### src/rtl/rsa_pkg.sv
// Shared types and constants of the reference-counted slot allocator.
package rsa_pkg;

  localparam int unsigned CMD_W    = 2;
  localparam int unsigned REQ_W    = 10;
  localparam int unsigned CNT_W    = 16;
  localparam int unsigned STATUS_W = 2;

  typedef enum logic [CMD_W-1:0] {
    CMD_ALLOC = 2'd0,
    CMD_REF   = 2'd1,
    CMD_DEREF = 2'd2,
    CMD_RSVD  = 2'd3
  } cmd_e;

  typedef enum logic [STATUS_W-1:0] {
    ST_OK        = 2'd0,
    ST_FULL      = 2'd1,
    ST_NOT_USED  = 2'd2,
    ST_COUNT_ERR = 2'd3
  } status_e;

  typedef struct packed {
    logic [REQ_W-1:0] slot_index;
    logic [CNT_W-1:0] ref_count;
    status_e          status;
  } result_t;

endpackage

### src/rtl/rsa_ctrl.sv
// Sequencer of the slot allocator: hints, count read-modify-write and free-slot scan.
module rsa_ctrl #(
  parameter int unsigned SLOT_COUNT = 1024,
  parameter int unsigned COUNT_BITS = 16
) (
  input  logic                        clk_i,
  input  logic                        rst_ni,
  input  logic                        cmd_valid_i,
  output logic                        cmd_ready_o,
  input  logic [rsa_pkg::CMD_W-1:0]   command_i,
  input  logic [rsa_pkg::REQ_W-1:0]   slot_request_i,
  output logic                        res_valid_o,
  input  logic                        res_ready_i,
  output rsa_pkg::result_t            res_o,
  output logic                        ram_we_o,
  output logic [$clog2(SLOT_COUNT)-1:0] ram_waddr_o,
  output logic [COUNT_BITS-1:0]       ram_wdata_o,
  output logic                        ram_re_o,
  output logic [$clog2(SLOT_COUNT)-1:0] ram_raddr_o,
  input  logic [COUNT_BITS-1:0]       ram_rdata_i
);
  import rsa_pkg::*;

  localparam int unsigned IW   = $clog2(SLOT_COUNT);
  localparam int unsigned UW   = IW + 1;
  localparam int unsigned CMPW = (UW > REQ_W) ? UW : REQ_W;
  localparam logic [COUNT_BITS-1:0] CNT_MAX = {COUNT_BITS{1'b1}};
  localparam logic [COUNT_BITS-1:0] CNT_ONE = COUNT_BITS'(1);

  typedef enum logic [2:0] {
    S_IDLE,
    S_RD,
    S_MOD,
    S_SCAN,
    S_DONE
  } state_e;

  state_e           state_q;
  cmd_e             cmd_q;
  logic [IW-1:0]    idx_q;
  logic [UW-1:0]    used_q;
  logic [UW-1:0]    lf_q;
  logic [UW-1:0]    hf_q;
  logic [UW-1:0]    ka_q;
  logic [IW-1:0]    kc_q;
  logic             chk_q;
  result_t          res_q;

  cmd_e             cmd_in;
  logic             accept;
  logic             in_range;
  logic             reuse;
  logic             full;
  logic             scan_hit;
  logic             scan_issue;

  assign cmd_in     = cmd_e'(command_i);
  assign accept     = cmd_valid_i && (state_q == S_IDLE);
  assign in_range   = CMPW'(slot_request_i) < CMPW'(used_q);
  assign reuse      = lf_q < used_q;
  assign full       = used_q == UW'(SLOT_COUNT);
  assign scan_hit   = chk_q && (ram_rdata_i == '0);
  assign scan_issue = (ka_q <= hf_q) && (ka_q < used_q);

  assign cmd_ready_o = state_q == S_IDLE;
  assign res_valid_o = state_q == S_DONE;
  assign res_o       = res_q;

  // Memory port control
  always_comb begin
    ram_we_o    = 1'b0;
    ram_waddr_o = idx_q;
    ram_wdata_o = '0;
    ram_re_o    = 1'b0;
    ram_raddr_o = idx_q;
    case (state_q)
      S_IDLE: begin
        // clear the count of the slot handed out
        if (accept && cmd_in == CMD_ALLOC) begin
          if (reuse) begin
            ram_we_o    = 1'b1;
            ram_waddr_o = lf_q[IW-1:0];
          end else if (!full) begin
            ram_we_o    = 1'b1;
            ram_waddr_o = used_q[IW-1:0];
          end
        end
      end
      S_RD: begin
        ram_re_o = 1'b1;
      end
      S_MOD: begin
        if (cmd_q == CMD_REF) begin
          ram_we_o    = ram_rdata_i != CNT_MAX;
          ram_wdata_o = ram_rdata_i + CNT_ONE;
        end else begin
          ram_we_o    = ram_rdata_i != '0;
          ram_wdata_o = ram_rdata_i - CNT_ONE;
        end
      end
      S_SCAN: begin
        ram_re_o    = scan_issue && !scan_hit;
        ram_raddr_o = ka_q[IW-1:0];
      end
      default: ;
    endcase
  end

  always_ff @(posedge clk_i or negedge rst_ni) begin
    if (!rst_ni) begin
      state_q <= S_IDLE;
      cmd_q   <= CMD_ALLOC;
      idx_q   <= '0;
      used_q  <= '0;
      lf_q    <= '0;
      hf_q    <= '0;
      ka_q    <= '0;
      kc_q    <= '0;
      chk_q   <= 1'b0;
      res_q   <= '{slot_index: '0, ref_count: '0, status: ST_OK};
    end else begin
      case (state_q)
        S_IDLE: begin
          if (accept) begin
            cmd_q <= cmd_in;
            idx_q <= IW'(slot_request_i);
            case (cmd_in)
              CMD_ALLOC: begin
                if (reuse) begin
                  res_q  <= '{slot_index: REQ_W'(lf_q), ref_count: '0, status: ST_OK};
                  if (lf_q >= hf_q) begin
                    lf_q    <= used_q;
                    hf_q    <= '0;
                    state_q <= S_DONE;
                  end else begin
                    ka_q    <= lf_q + UW'(1);
                    chk_q   <= 1'b0;
                    state_q <= S_SCAN;
                  end
                end else if (full) begin
                  res_q   <= '{slot_index: '0, ref_count: '0, status: ST_FULL};
                  state_q <= S_DONE;
                end else begin
                  used_q  <= used_q + UW'(1);
                  lf_q    <= used_q + UW'(1);
                  hf_q    <= '0;
                  res_q   <= '{slot_index: REQ_W'(used_q), ref_count: '0, status: ST_OK};
                  state_q <= S_DONE;
                end
              end
              CMD_REF, CMD_DEREF: begin
                if (in_range) begin
                  state_q <= S_RD;
                end else begin
                  res_q   <= '{slot_index: slot_request_i, ref_count: '0,
                               status: ST_NOT_USED};
                  state_q <= S_DONE;
                end
              end
              default: begin
                res_q   <= '{slot_index: slot_request_i, ref_count: '0,
                             status: ST_NOT_USED};
                state_q <= S_DONE;
              end
            endcase
          end
        end
        S_RD: begin
          state_q <= S_MOD;
        end
        S_MOD: begin
          res_q.slot_index <= REQ_W'(idx_q);
          if (cmd_q == CMD_REF) begin
            if (ram_rdata_i == CNT_MAX) begin
              res_q.ref_count <= CNT_W'(ram_rdata_i);
              res_q.status    <= ST_COUNT_ERR;
            end else begin
              res_q.ref_count <= CNT_W'(ram_rdata_i + CNT_ONE);
              res_q.status    <= ST_OK;
            end
          end else begin
            if (ram_rdata_i == '0) begin
              res_q.ref_count <= '0;
              res_q.status    <= ST_COUNT_ERR;
            end else begin
              res_q.ref_count <= CNT_W'(ram_rdata_i - CNT_ONE);
              res_q.status    <= ST_OK;
              // slot freed: widen the free hints
              if (ram_rdata_i == CNT_ONE) begin
                if (UW'(idx_q) < lf_q) begin
                  lf_q <= UW'(idx_q);
                end
                if (UW'(idx_q) > hf_q) begin
                  hf_q <= UW'(idx_q);
                end
              end
            end
          end
          state_q <= S_DONE;
        end
        S_SCAN: begin
          // one read issued per cycle, checked when its data returns
          if (scan_hit) begin
            lf_q    <= UW'(kc_q);
            state_q <= S_DONE;
          end else if (scan_issue) begin
            kc_q  <= ka_q[IW-1:0];
            chk_q <= 1'b1;
            ka_q  <= ka_q + UW'(1);
          end else begin
            lf_q    <= used_q;
            hf_q    <= '0;
            state_q <= S_DONE;
          end
        end
        S_DONE: begin
          if (res_ready_i) begin
            state_q <= S_IDLE;
          end
        end
        default: state_q <= S_IDLE;
      endcase
    end
  end

endmodule
### config.mk
export PLATFORM = sky130hd
export DESIGN_NAME = rsa_ctrl
export DESIGN_NICKNAME = d
export VERILOG_FILES = /design/src/rtl/rsa_pkg.sv /design/src/rtl/rsa_ctrl.sv
export SDC_FILE = /design/constraint.sdc
export NUM_CORES = 1
export LEC_CHECK = 0
export ABC_AREA = 1
export ABC_CLOCK_PERIOD_IN_PS = 2400
export BUFFER_PORTS_ARGS = -buffer_cell sky130_fd_sc_hd__buf_2
export CAP_MARGIN = 25
export CORE_ASPECT_RATIO = 2
export CORE_MARGIN = 3
export CORE_UTILIZATION = 60
export CTS_CLUSTER_SIZE = 10
export DETAILED_ROUTE_END_ITERATION = 8
export GPL_TIMING_DRIVEN = 0
export PLACE_DENSITY = 0.88
export RECOVER_POWER = 25
export SYNTH_ARGS = -nofsm -noshare
export SYNTH_HDL_FRONTEND = slang
export SYNTH_SLANG_ARGS = --single-unit
export TNS_END_PERCENT = 5
### constraint.sdc
create_clock -name clk_i -period 2.4 [get_ports clk_i]
set_input_delay 0.36 -clock clk_i [delete_from_list [all_inputs] [get_ports clk_i]]
set_output_delay 0.36 -clock clk_i [all_outputs]
set_load 0.05 [all_outputs]
# After elaboration in Yosys (flattened, before gate mapping)

Cells that the tools add are included.

Bits in registers: 98
Input port bits: 32
Logic and storage cells: 146

Add/subtract/negate cells: 5
Order comparisons: 7
Equal/unequal tests: 28
Muxes and demuxes: 69
Bitwise gates (word level): 3
Reductions and logical operators: 22

Operators by type and width:

| operator                                                             | count |
|---|---|
| 11-bit two-way mux                                                   | 28 |
| 28-bit two-way mux                                                   | 4 |
| 28-bit one-hot mux with 2 select lines                               | 2 |
| 11-bit one-hot mux with 3 select lines                               | 2 |
| 18-bit two-way mux                                                   | 3 |
| 10-bit two-way mux                                                   | 5 |
| 11-bit by 1-bit adder with 11-bit output, second input constant      | 3 |
| 16-bit two-way mux                                                   | 2 |
| 10-bit by 11-bit < comparator with 1-bit output                      | 2 |
| 11-bit < comparator                                                  | 2 |
| 11-bit one-hot mux with 2 select lines                               | 1 |
| 3-bit two-way mux                                                    | 7 |
| 2-bit != test, second input constant                                 | 9 |
| 16-bit by 1-bit adder with 16-bit output, second input constant      | 1 |
| 16-bit by 1-bit == test with 1-bit output, second input constant     | 1 |
| 16-bit == test, second input constant                                | 1 |
| 16-bit zero test                                                     | 1 |
| 16-bit != test, second input constant                                | 1 |
| 16-bit nonzero test                                                  | 1 |
| 16-bit by 1-bit subtractor with 16-bit output, second input constant | 1 |
| 3-bit one-hot mux with 5 select lines                                | 1 |
| 11-bit == test, second input constant                                | 1 |
| 11-bit greater-or-equal comparator                                   | 1 |
| 10-bit by 11-bit > comparator with 1-bit output                      | 1 |
| 26 further kinds                                                     | 53 |

# Depth between registers and ports, before layout

Gate-level depths: netlist of run 1.

Depth after elaboration: 6
Mapped depth: 17

# Least setup slack after synthesis of run 1

OpenSTA, ideal clock, no wires.

Path type: reg-to-output
From: register used_q[6]
To: output port ram_waddr_o[0]
Arrival: 2,611 ps
Data required time: 2,040 ps
Setup slack: -571 ps
Cell stages (with the launch flop): 13
Cell sequence: dfrtp_1 > buf_2 > inv_1 > ha_1 > nand2_1 > inv_1 > nand2_1 > nor2_1 > nand2_1 > nand3_2 > a21oi_1 > clkbuf_1 > o21ai_0

Word-level cells in the longest chain between the ends: 5
Elaborated cells on any way between the ends: 6
Classes of those cells: order compare: 1; eq/ne: 1; mux: 4

RTL lines:

| what                                                                        | RTL line        | RTL |
|---|---|---|
| start: declaration                                                          | rsa_ctrl.sv:41  | `logic [UW-1:0] used_q;` |
| start signal: assignment                                                    | rsa_ctrl.sv:144 | `used_q <= used_q + UW'(1);` |
| parallel branches: the longest is 2 deep, another holds 11-bit < comparator | -               |  |
| 10-bit two-way mux *                                                        | rsa_ctrl.sv:80  | `if (reuse) begin` |
| 10-bit two-way mux *                                                        | rsa_ctrl.sv:79  | `if (accept && cmd_in == CMD_ALLOC) begin` |
| 10-bit two-way mux *                                                        | rsa_ctrl.sv:76  | `case (state_q)` |
| end: declaration                                                            | rsa_ctrl.sv:16  | `output logic [$clog2(SLOT_COUNT)-1:0] ram_waddr_o,` |

Every way passes the cells marked *.

# Worst setup path after layout of run 1

From: register used_q[10]
To: output port ram_waddr_o[1]

Same word-level chain as after synthesis.

==> flow_results.xml, run 1 <==
<?xml version="1.0" encoding="UTF-8"?>
<metrics>
  <group name="clocking">
    <metric name="worst_setup_hold_path_clk_slew" unit="ns">0.08</metric>
    <metric name="clock_path_buffers" unit="">2</metric>
    <metric name="clock_latency" unit="ns">0.36</metric>
    <metric name="tritoncts_clock_tree" unit="">built</metric>
    <metric name="cts-root-buf" unit="">sky130_fd_sc_hd__clkbuf_16</metric>
    <metric name="tritoncts_num_sinks" unit="">97</metric>
    <metric name="cts_inserted_buffers" unit="">9</metric>
    <metric name="htreeDepth" unit="">3</metric>
  </group>
  <group name="grt">
    <metric name="grt_pass1_vias" unit="">10000</metric>
    <metric name="antenna_found_initial" unit="">0</metric>
    <metric name="grt_overflow_total" unit="">0</metric>
    <metric name="gr_util_all_layers" unit="%">46.7</metric>
    <metric name="grt_pass1_wl" unit="mm">56.0</metric>
    <metric name="maximum_number_of_pins_on_one_net_before_global_route_repair" unit="">70</metric>
  </group>
  <group name="synthesis">
    <metric name="synth.avg_cell_area" unit="um2">6.59</metric>
    <metric name="yosys_warnings" unit="">0</metric>
    <metric name="synthDistinctLibCells" unit="">42</metric>
    <metric name="post_synth_inst_count" unit="">1316</metric>
    <metric name="synthXorXnorAreaFrac" unit="%">2.52</metric>
    <metric name="synthSimpleGateAreaFrac" unit="%">37.6</metric>
    <metric name="synthMuxAreaShare" unit="%">0</metric>
    <metric name="summed_instance_area_of_the_synthesized_netlist" unit="um2">8670</metric>
    <metric name="synthesis.nets" unit="">1424</metric>
    <metric name="yosysSeqAreaShare" unit="%">28.0</metric>
    <metric name="synth_fa_ha_area_share" unit="%">11.0</metric>
    <metric name="synth_top_family_by_area" unit="">simple AND/OR/NAND/NOR gates</metric>
    <metric name="synth_seq_cells" unit="">97</metric>
    <metric name="synth_compound_gate_area_share" unit="%">10.4</metric>
  </group>
  <group name="power_and_ir_drop">
    <metric name="pwr_density_cell" unit="nW/um2">1540</metric>
    <metric name="power_leakage" unit="uW">0.00559</metric>
    <metric name="fin_total_pwr" unit="uW">16800</metric>
    <metric name="irDropWorstVdd" unit="mV">1.00</metric>
  </group>
  <group name="sta">
    <metric name="ratio_of_final_minimum_period_to_clock_period" unit="%">122</metric>
    <metric name="clock.fmax" unit="MHz">342</metric>
    <metric name="grt_setup_unrepaired" unit="">true</metric>
    <metric name="post-route-worst-setup-slack" unit="ns">-0.524</metric>
    <metric name="hold_viol" unit="">0</metric>
    <metric name="fin_crit" unit="ns">2.92</metric>
    <metric name="skew" unit="ns">0.0107</metric>
    <metric name="tightest_slew" unit="ns">1.07</metric>
    <metric name="setup_viol" unit="">90</metric>
    <metric name="slew_headroom" unit="%">28.6</metric>
    <metric name="timing.setup.tns" unit="ns">-17.61</metric>
    <metric name="finalMaxSlewViolations" unit="">0</metric>
  </group>
  <group name="critical_path">
    <metric name="critical_path_arrival" unit="ns">2.56</metric>
    <metric name="timing.setup.critical_path_class" unit="">flip-flop to output pin</metric>
    <metric name="startpoint_type" unit="">flip-flop</metric>
    <metric name="worstSetupEndpoint" unit="">ram_waddr_o[1]</metric>
    <metric name="reg2regPathDepth" unit="">15</metric>
    <metric name="timing.critical_path.to_type" unit="">output pin</metric>
    <metric name="r2r_path_end" unit="">lf_q[5]</metric>
    <metric name="timing.reg2reg.setup_slack" unit="ns">-0.37</metric>
    <metric name="ff_to_ff_start" unit="">used_q[10]</metric>
    <metric name="startpoint" unit="">used_q[10]</metric>
    <metric name="critical_path_maximum_fanout" unit="">8</metric>
    <metric name="worst-endpoint-required" unit="ns">2.04</metric>
  </group>
  <group name="cells_and_area">
    <metric name="area_growth_syn_to_layout" unit="%">25.5</metric>
    <metric name="commonest_cells_after_routing_fill_and_taps_aside" unit="">sky130_fd_sc_hd__nand2_1 (409), sky130_fd_sc_hd__inv_1 (134), sky130_fd_sc_hd__nand3_1 (98), sky130_fd_sc_hd__nor2_1 (97), sky130_fd_sc_hd__dfrtp_1 (84)</metric>
    <metric name="insertedDiodeCount" unit="">0</metric>
    <metric name="instances_no_fill" unit="">1662</metric>
    <metric name="num-nets-final" unit="">1576</metric>
    <metric name="layout_cell_area_excl_fill" unit="um2">10900</metric>
    <metric name="final_layout_size_suffix_gt1_share" unit="%">24.6</metric>
    <metric name="layout_commonest_cell" unit="">sky130_fd_sc_hd__nand2_1</metric>
    <metric name="final_util" unit="%">77.5</metric>
  </group>
  <group name="floorplanning">
    <metric name="die_h" unit="um">176</metric>
    <metric name="initial_utilization" unit="%">61.8</metric>
    <metric name="ios" unit="">100</metric>
    <metric name="core_area" unit="um2">14000</metric>
    <metric name="die_w" unit="um">91.0</metric>
    <metric name="die_area" unit="um2">16000</metric>
    <metric name="floorplan.rows" unit="">61</metric>
  </group>
  <group name="placement">
    <metric name="placed_area" unit="um2">9410</metric>
    <metric name="routabilityCongestion" unit="">1.08</metric>
    <metric name="place.detailed.hpwl" unit="mm">27.4</metric>
    <metric name="placedCellCount" unit="">1599</metric>
    <metric name="io_buffers" unit="">93</metric>
  </group>
  <group name="detailed_routing">
    <metric name="vias" unit="">10200</metric>
    <metric name="drc_errors" unit="">0</metric>
    <metric name="route.antenna.remaining_nets" unit="">0</metric>
    <metric name="vias_per_cell" unit="">6.15</metric>
    <metric name="drt-pass1-iter-count" unit="">9</metric>
    <metric name="drt_iter0_markers" unit="">964</metric>
    <metric name="finalWirelength" unit="mm">38.1</metric>
    <metric name="routed_wire_length_per_instance" unit="um">23.0</metric>
  </group>
  <group name="status">
    <metric name="status" unit="">finished, violations left</metric>
    <metric name="failed_checks" unit="">negative setup slack</metric>
  </group>
  <group name="worst_hold_path">
    <metric name="hold_path.class" unit="">input pin to flip-flop</metric>
  </group>
  <group name="flow_run">
    <metric name="max_cap_viol_count" unit="">0</metric>
  </group>
</metrics>
==> kinds of logic (layout without fill, tap and decap cells) <==
kind of cell               Yosys count  count (layout)
and+or+nand+nor                    744             745
buffers and inverters              210             366
xor gates and xnor gates            25              25
AOI/OAI and AO/OA                  164             164
DFF                                 97              97
adders and majority gates           76              76
==> worst max-delay path, cell delays in order, from the launching register on <==
cell and delay [ns]:
sky130_fd_sc_hd__dfrtp_1 0.42, sky130_fd_sc_hd__inv_4 0.09, sky130_fd_sc_hd__ha_1 0.33, sky130_fd_sc_hd__a21o_1 0.22, sky130_fd_sc_hd__nor2_4 0.23, sky130_fd_sc_hd__nand3_4 0.18, sky130_fd_sc_hd__buf_8 0.18, sky130_fd_sc_hd__o22ai_4 0.19
sky130_fd_sc_hd__nand2_1 0.10, sky130_fd_sc_hd__o21ai_2 0.08, sky130_fd_sc_hd__buf_6 0.18
==> Yosys cell counts (all sizes together) <==
cell type  instances  area (um2)
o211ai             1        7.51
nand2            450        1710
nand3            105         558
o31ai              1        7.51
xnor2              3        26.3
o21a               4        30.0
clkinv             4        17.5
nor2             124         562
a21o               4        30.0
o2111ai            1        8.76
inv              155         582
xor2              22         193
nor4               4        25.0
clkbuf            15        56.3
or2                2        12.5
nand3b             5        37.5
buf               36         254
a211oi             1        12.5
o21bai             2        15.0
nand4             40         263
nor3              14        90.1
o22ai              1        6.26
o21ai            107         577
dfrtp             97        2430
a21oi             42         210
ha                76         951
==> layout make-up <==
type | count | area [um2]
repair buffers | 140 | 988
multi-input cells | 1010 | 5860
plain buffers | 51 | 425
inverters | 159 | 634
clock buffers | 10 | 239
fillers | 1140 | 3160
flip-flops and latches | 97 | 2440
well taps | 189 | 236
clock inverters | 6 | 56.3
==> per-layer routing <==
metal | track usage (%) | share of wire, % | vias up
met3 | 12.2 | 8.9 | 326
met2 | 79.2 | 48 | 744
met1 | 42.1 | 29 | 4581
met4 | 50.4 | 14 | 0
li1 | - | - | 4566
met5 | 0 | 0 | -
==> report_power, final <==
group	internal [uW]	switching, uW	leakage [uW]
Sequential	2260	876	0.00124
Combinational	4050	8050	0.00421
Clock	760	773	0.000144
==> what timing repair did <==
action                                 in CTS  in global routing
setup buffers                              31                 14
setup endpoints to repair                 107                119
gates cloned                                3                  0
endpoints found under the hold margin      28                  0
hold buffers                                1                  0
pin swaps                                  14                 25
resized for setup                         171                 92
==> metrics by stage <==
stage,setup WS [ns],hold WS [ns]
floorplan,-0.233,0.0644
global placement,-0.718,0.451
detailed placement,-0.719,0.317
CTS,-0.423,0.257
global route,-0.549,0.268
finish,-0.524,0.257
==> sequential cells by signal (all words and copies together) (netlist names) <==
name / flops
chk_q: 1
cmd_q: 2
hf_q: 10
idx_q: 10
ka_q: 11
kc_q: 10
lf_q: 11
res_o: 28
state_q: 3
used_q: 11
==> how the worst min path moves through the flow <==
| stage | from | to | slack, ns | cells past startpoint |
|---|---|---|---|---|
| floorplan | rst_ni | chk_q | 0.06 | 0 |
| global placement | res_o[5] | res_o[5] | 0.45 | 2 |
| detailed placement | rst_ni | ka_q[8] | 0.32 | 1 |
| CTS | slot_request_i[0] | idx_q[0] | 0.26 | 3 |
| global route | res_ready_i | state_q[2] | 0.27 | 4 |
| finish | res_ready_i | state_q[2] | 0.26 | 4 |
Power figures use the tool's default switching activity.
==> inputs of run 2 (changes only) <==
--- a/config.mk
+++ b/config.mk
@@ -6,16 +6,16 @@
 export NUM_CORES = 1
 export LEC_CHECK = 0
 export ABC_AREA = 1
-export ABC_CLOCK_PERIOD_IN_PS = 2400
+export ABC_CLOCK_PERIOD_IN_PS = 3630
 export BUFFER_PORTS_ARGS = -buffer_cell sky130_fd_sc_hd__buf_2
 export CAP_MARGIN = 25
 export CORE_ASPECT_RATIO = 2
 export CORE_MARGIN = 3
-export CORE_UTILIZATION = 60
+export CORE_UTILIZATION = 65
 export CTS_CLUSTER_SIZE = 10
 export DETAILED_ROUTE_END_ITERATION = 8
 export GPL_TIMING_DRIVEN = 0
-export PLACE_DENSITY = 0.88
+export PLACE_DENSITY = 0.93
 export RECOVER_POWER = 25
 export SYNTH_ARGS = -nofsm -noshare
 export SYNTH_HDL_FRONTEND = slang
==> constraint.sdc (replaced) <==
create_clock -name clk_i -period 3.63 [get_ports clk_i]
set_input_delay 0.5445 -clock clk_i [delete_from_list [all_inputs] [get_ports clk_i]]
set_output_delay 0.5445 -clock clk_i [all_outputs]
set_load 0.05 [all_outputs]
==> run 2 against run 1 <==
Against the previous run:
- the run ends with max-capacitance violations, max-slew violations, negative setup slack left
- hold slack better by 0.18 ns
- setup slack better by 0.42 ns
- clock power down 31%
- routed wire length down 10%
- via count down 4.4%
- largest power group unchanged
==> flow_results.xml, run 2 (same netlist as run 1, synthesis figures left out) <==
<?xml version="1.0" encoding="UTF-8"?>
<metrics>
  <group name="placement">
    <metric name="place.detailed.hpwl" unit="mm">26.5</metric>
    <metric name="post-place-ws" unit="ns">0.169</metric>
    <metric name="io_buffers" unit="">93</metric>
    <metric name="placed_area" unit="um2">9360</metric>
    <metric name="placedCellCount" unit="">1562</metric>
    <metric name="routabilityCongestion" unit="">1.09</metric>
  </group>
  <group name="sta">
    <metric name="ratio_of_final_minimum_period_to_clock_period" unit="%">103</metric>
    <metric name="finalMaxSlewViolations" unit="">48</metric>
    <metric name="fin_crit" unit="ns">3.73</metric>
    <metric name="hold_viol" unit="">0</metric>
    <metric name="grt_setup_unrepaired" unit="">true</metric>
    <metric name="tightest_slew" unit="ns">2.77</metric>
    <metric name="slew_headroom" unit="%">-84.7</metric>
    <metric name="clock.fmax" unit="MHz">268</metric>
    <metric name="post-route-worst-setup-slack" unit="ns">-0.105</metric>
    <metric name="timing.setup.tns" unit="ns">-0.252</metric>
    <metric name="skew" unit="ns">0.0146</metric>
    <metric name="setup_viol" unit="">6</metric>
  </group>
  <group name="detailed_routing">
    <metric name="finalWirelength" unit="mm">34.2</metric>
    <metric name="vias" unit="">9768</metric>
    <metric name="vias_per_cell" unit="">6.19</metric>
    <metric name="drt_iter0_markers" unit="">899</metric>
    <metric name="drt-pass1-iter-count" unit="">7</metric>
    <metric name="routed_wire_length_per_instance" unit="um">21.7</metric>
    <metric name="route.antenna.remaining_nets" unit="">0</metric>
    <metric name="drc_errors" unit="">0</metric>
  </group>
  <group name="clocking">
    <metric name="htreeDepth" unit="">3</metric>
    <metric name="post-cts-setup-buffers" unit="">0</metric>
    <metric name="cts_inserted_buffers" unit="">9</metric>
    <metric name="worst_setup_hold_path_clk_slew" unit="ns">0.09</metric>
    <metric name="tritoncts_clock_tree" unit="">built</metric>
    <metric name="clock_latency" unit="ns">0.37</metric>
    <metric name="cts-root-buf" unit="">sky130_fd_sc_hd__clkbuf_16</metric>
    <metric name="clock_path_buffers" unit="">2</metric>
    <metric name="tritoncts_num_sinks" unit="">97</metric>
  </group>
  <group name="status">
    <metric name="failed_checks" unit="">max-capacitance violations, max-slew violations, negative setup slack</metric>
    <metric name="status" unit="">finished, violations left</metric>
  </group>
  <group name="grt">
    <metric name="grt_pass1_wl" unit="mm">52.6</metric>
    <metric name="antenna_found_initial" unit="">0</metric>
    <metric name="grt_pass1_vias" unit="">9749</metric>
    <metric name="maximum_number_of_pins_on_one_net_before_global_route_repair" unit="">51</metric>
    <metric name="grt_overflow_total" unit="">0</metric>
    <metric name="gr_util_all_layers" unit="%">47.6</metric>
  </group>
  <group name="critical_path">
    <metric name="worst_path_max_delay_cell" unit="">sky130_fd_sc_hd__dfrtp_1</metric>
    <metric name="path_cells" unit="">buf_2 -&gt; inv_1 -&gt; ha_1 -&gt; a21oi_1 -&gt; nand2_1 -&gt; nand2_1 -&gt; nand3_2 -&gt; buf_2 -&gt; o21ai_0 -&gt; nand2_1 -&gt; o21ai_0 -&gt; buf_4</metric>
    <metric name="critical_path_arrival" unit="ns">3.19</metric>
    <metric name="worst-endpoint-required" unit="ns">3.09</metric>
    <metric name="r2r_path_end" unit="">hf_q[5]</metric>
    <metric name="cp_common_cell" unit="">sky130_fd_sc_hd__nand2_1</metric>
    <metric name="critical-path-max-stage-delay" unit="ns">0.37</metric>
    <metric name="ff_to_ff_start" unit="">used_q[6]</metric>
    <metric name="reg2regPathDepth" unit="">14</metric>
    <metric name="crit_family" unit="">buffers and inverters</metric>
    <metric name="critical_path_maximum_fanout" unit="">10</metric>
    <metric name="startpoint_type" unit="">flip-flop</metric>
    <metric name="timing.reg2reg.setup_slack" unit="ns">0.65</metric>
    <metric name="timing.critical_path.to_type" unit="">output pin</metric>
    <metric name="timing.setup.critical_path_class" unit="">flip-flop to output pin</metric>
    <metric name="worstPathBufferInverterCount" unit="">4</metric>
  </group>
  <group name="worst_hold_path">
    <metric name="hold_path.class" unit="">input pin to flip-flop</metric>
    <metric name="min_to" unit="">state_q[2]</metric>
    <metric name="worst_hold_startpoint" unit="">res_ready_i</metric>
    <metric name="whs_path_depth" unit="">4</metric>
  </group>
  <group name="power_and_ir_drop">
    <metric name="pwr_density_cell" unit="nW/um2">980</metric>
    <metric name="power_frac_seq" unit="%">21.4</metric>
    <metric name="irDropWorstVdd" unit="mV">0.659</metric>
    <metric name="power.internal" unit="uW">3890</metric>
    <metric name="power_frac_clock" unit="%">11.1</metric>
    <metric name="switching_power" unit="uW">5630</metric>
    <metric name="comb_power_share" unit="%">67.5</metric>
    <metric name="fin_total_pwr" unit="uW">9520</metric>
    <metric name="power_leakage" unit="uW">0.00518</metric>
    <metric name="power.switching_fraction" unit="%">59.2</metric>
  </group>
  <group name="cells_and_area">
    <metric name="insertedDiodeCount" unit="">0</metric>
    <metric name="layout_cell_area_excl_fill" unit="um2">9710</metric>
    <metric name="layout_commonest_cell" unit="">sky130_fd_sc_hd__nand2_1</metric>
    <metric name="final_layout_size_suffix_gt1_share" unit="%">14.7</metric>
    <metric name="n_fill_cell" unit="">1099</metric>
    <metric name="area_growth_syn_to_layout" unit="%">12.0</metric>
    <metric name="instances_no_fill" unit="">1578</metric>
    <metric name="largest_reg_flops" unit="">28</metric>
    <metric name="commonest_cells_after_routing_fill_and_taps_aside" unit="">sky130_fd_sc_hd__nand2_1 (442), sky130_fd_sc_hd__inv_1 (148), sky130_fd_sc_hd__nor2_1 (105), sky130_fd_sc_hd__buf_2 (102), sky130_fd_sc_hd__nand3_1 (100)</metric>
    <metric name="num-nets-final" unit="">1529</metric>
  </group>
  <group name="floorplanning">
    <metric name="ios" unit="">100</metric>
    <metric name="floorplan.rows" unit="">59</metric>
    <metric name="die_h" unit="um">169</metric>
    <metric name="die_area" unit="um2">14800</metric>
    <metric name="initial_utilization" unit="%">66.4</metric>
    <metric name="core_area" unit="um2">13100</metric>
    <metric name="die_w" unit="um">87.7</metric>
  </group>
  <group name="flow_run">
    <metric name="max_cap_viol_count" unit="">1</metric>
  </group>
</metrics>
## run 2: cell count changes in the layout (fill, tap and decap cells not counted), sizes merged
| cell | before | now |
|---|---|---|
| buf | 170 | 120 |
| clkbuf | 30 | 35 |
| clkinvlp | 5 | 3 |
| inv | 155 | 157 |
| bufinv | 0 | 1 |
| clkinv | 5 | 4 |
| dlygate4sd3 | 1 | 0 |
| nand3 | 106 | 105 |
## run 2: worst max-delay path by stage
stage / from / end / slack, ns / cells past startpoint
finish: used_q[6] / ram_waddr_o[7] / -0.10 / 12
global route: used_q[6] / ram_waddr_o[7] / -0.12 / 12
CTS: used_q[6] / ram_waddr_o[8] / 0.004 / 12
detailed placement: used_q[8] / ram_waddr_o[2] / 0.17 / 11
global placement: used_q[8] / ram_waddr_o[2] / 0.23 / 11
floorplan: used_q[6] / ram_waddr_o[0] / 0.47 / 12
## run 2: tightest hold or removal path, cell delays in order
cell and delay, ns:
sky130_fd_sc_hd__buf_2 0.08, sky130_fd_sc_hd__nor4_1 0.05, sky130_fd_sc_hd__inv_1 0.05, sky130_fd_sc_hd__nand2_1 0.04
## run 2: layout make-up
cell class | count | area (um2) | share of cell area [%]
Multi-Input combinational cell | 1009 | 5350 | 55.1
Sequential cell | 97 | 2430 | 25.0
Inverter | 159 | 599 | 6.17
Timing Repair Buffer | 94 | 517 | 5.32
Buffer | 51 | 312 | 3.21
Clock buffer | 10 | 239 | 2.46
Tap cell | 152 | 190 | 1.96
Clock inverter | 6 | 75.1 | 0.773
## run 2: what timing repair did
item | in CTS | in global routing
gates resized for setup | 8 | 14
cloned | 0 | 0
hold buffers | 0 | 0
setup endpoints to repair | 10 | 12
## run 2: per-layer routing
layer / vias up / wire [um] / share of wire [%] / track usage (%)
li1: 4443 / - / - / -
met1: 4425 / 10500 / 31 / 45.0
met2: 612 / 16300 / 48 / 78.7
met3: 288 / 2780 / 8.1 / 12.6
met4: 0 / 4610 / 13 / 47.3
met5: - / 0 / 0 / 0
## run 2: stage by stage
| step | hold slack, ns | util (%) |
|---|---|---|
| after floorplan | 0.249 | - |
| after global placement | 0.451 | 71.4 |
| after detailed placement | 0.453 | 71.6 |
| after CTS | 0.234 | 74.1 |
| after global routing | 0.449 | 74.3 |
| final | 0.435 | 74.3 |
## run 2: power groups by stage
stage | logic (uW) | clock network, uW | registers (uW)
finish | 6420 | 1060 | 2040
global route | 7030 | 1080 | 2040
CTS | 6180 | 1050 | 1990
detailed placement | 6100 | 0 | 2010
global placement | 5940 | 0 | 2000
floorplan | 4110 | 0 | 2200
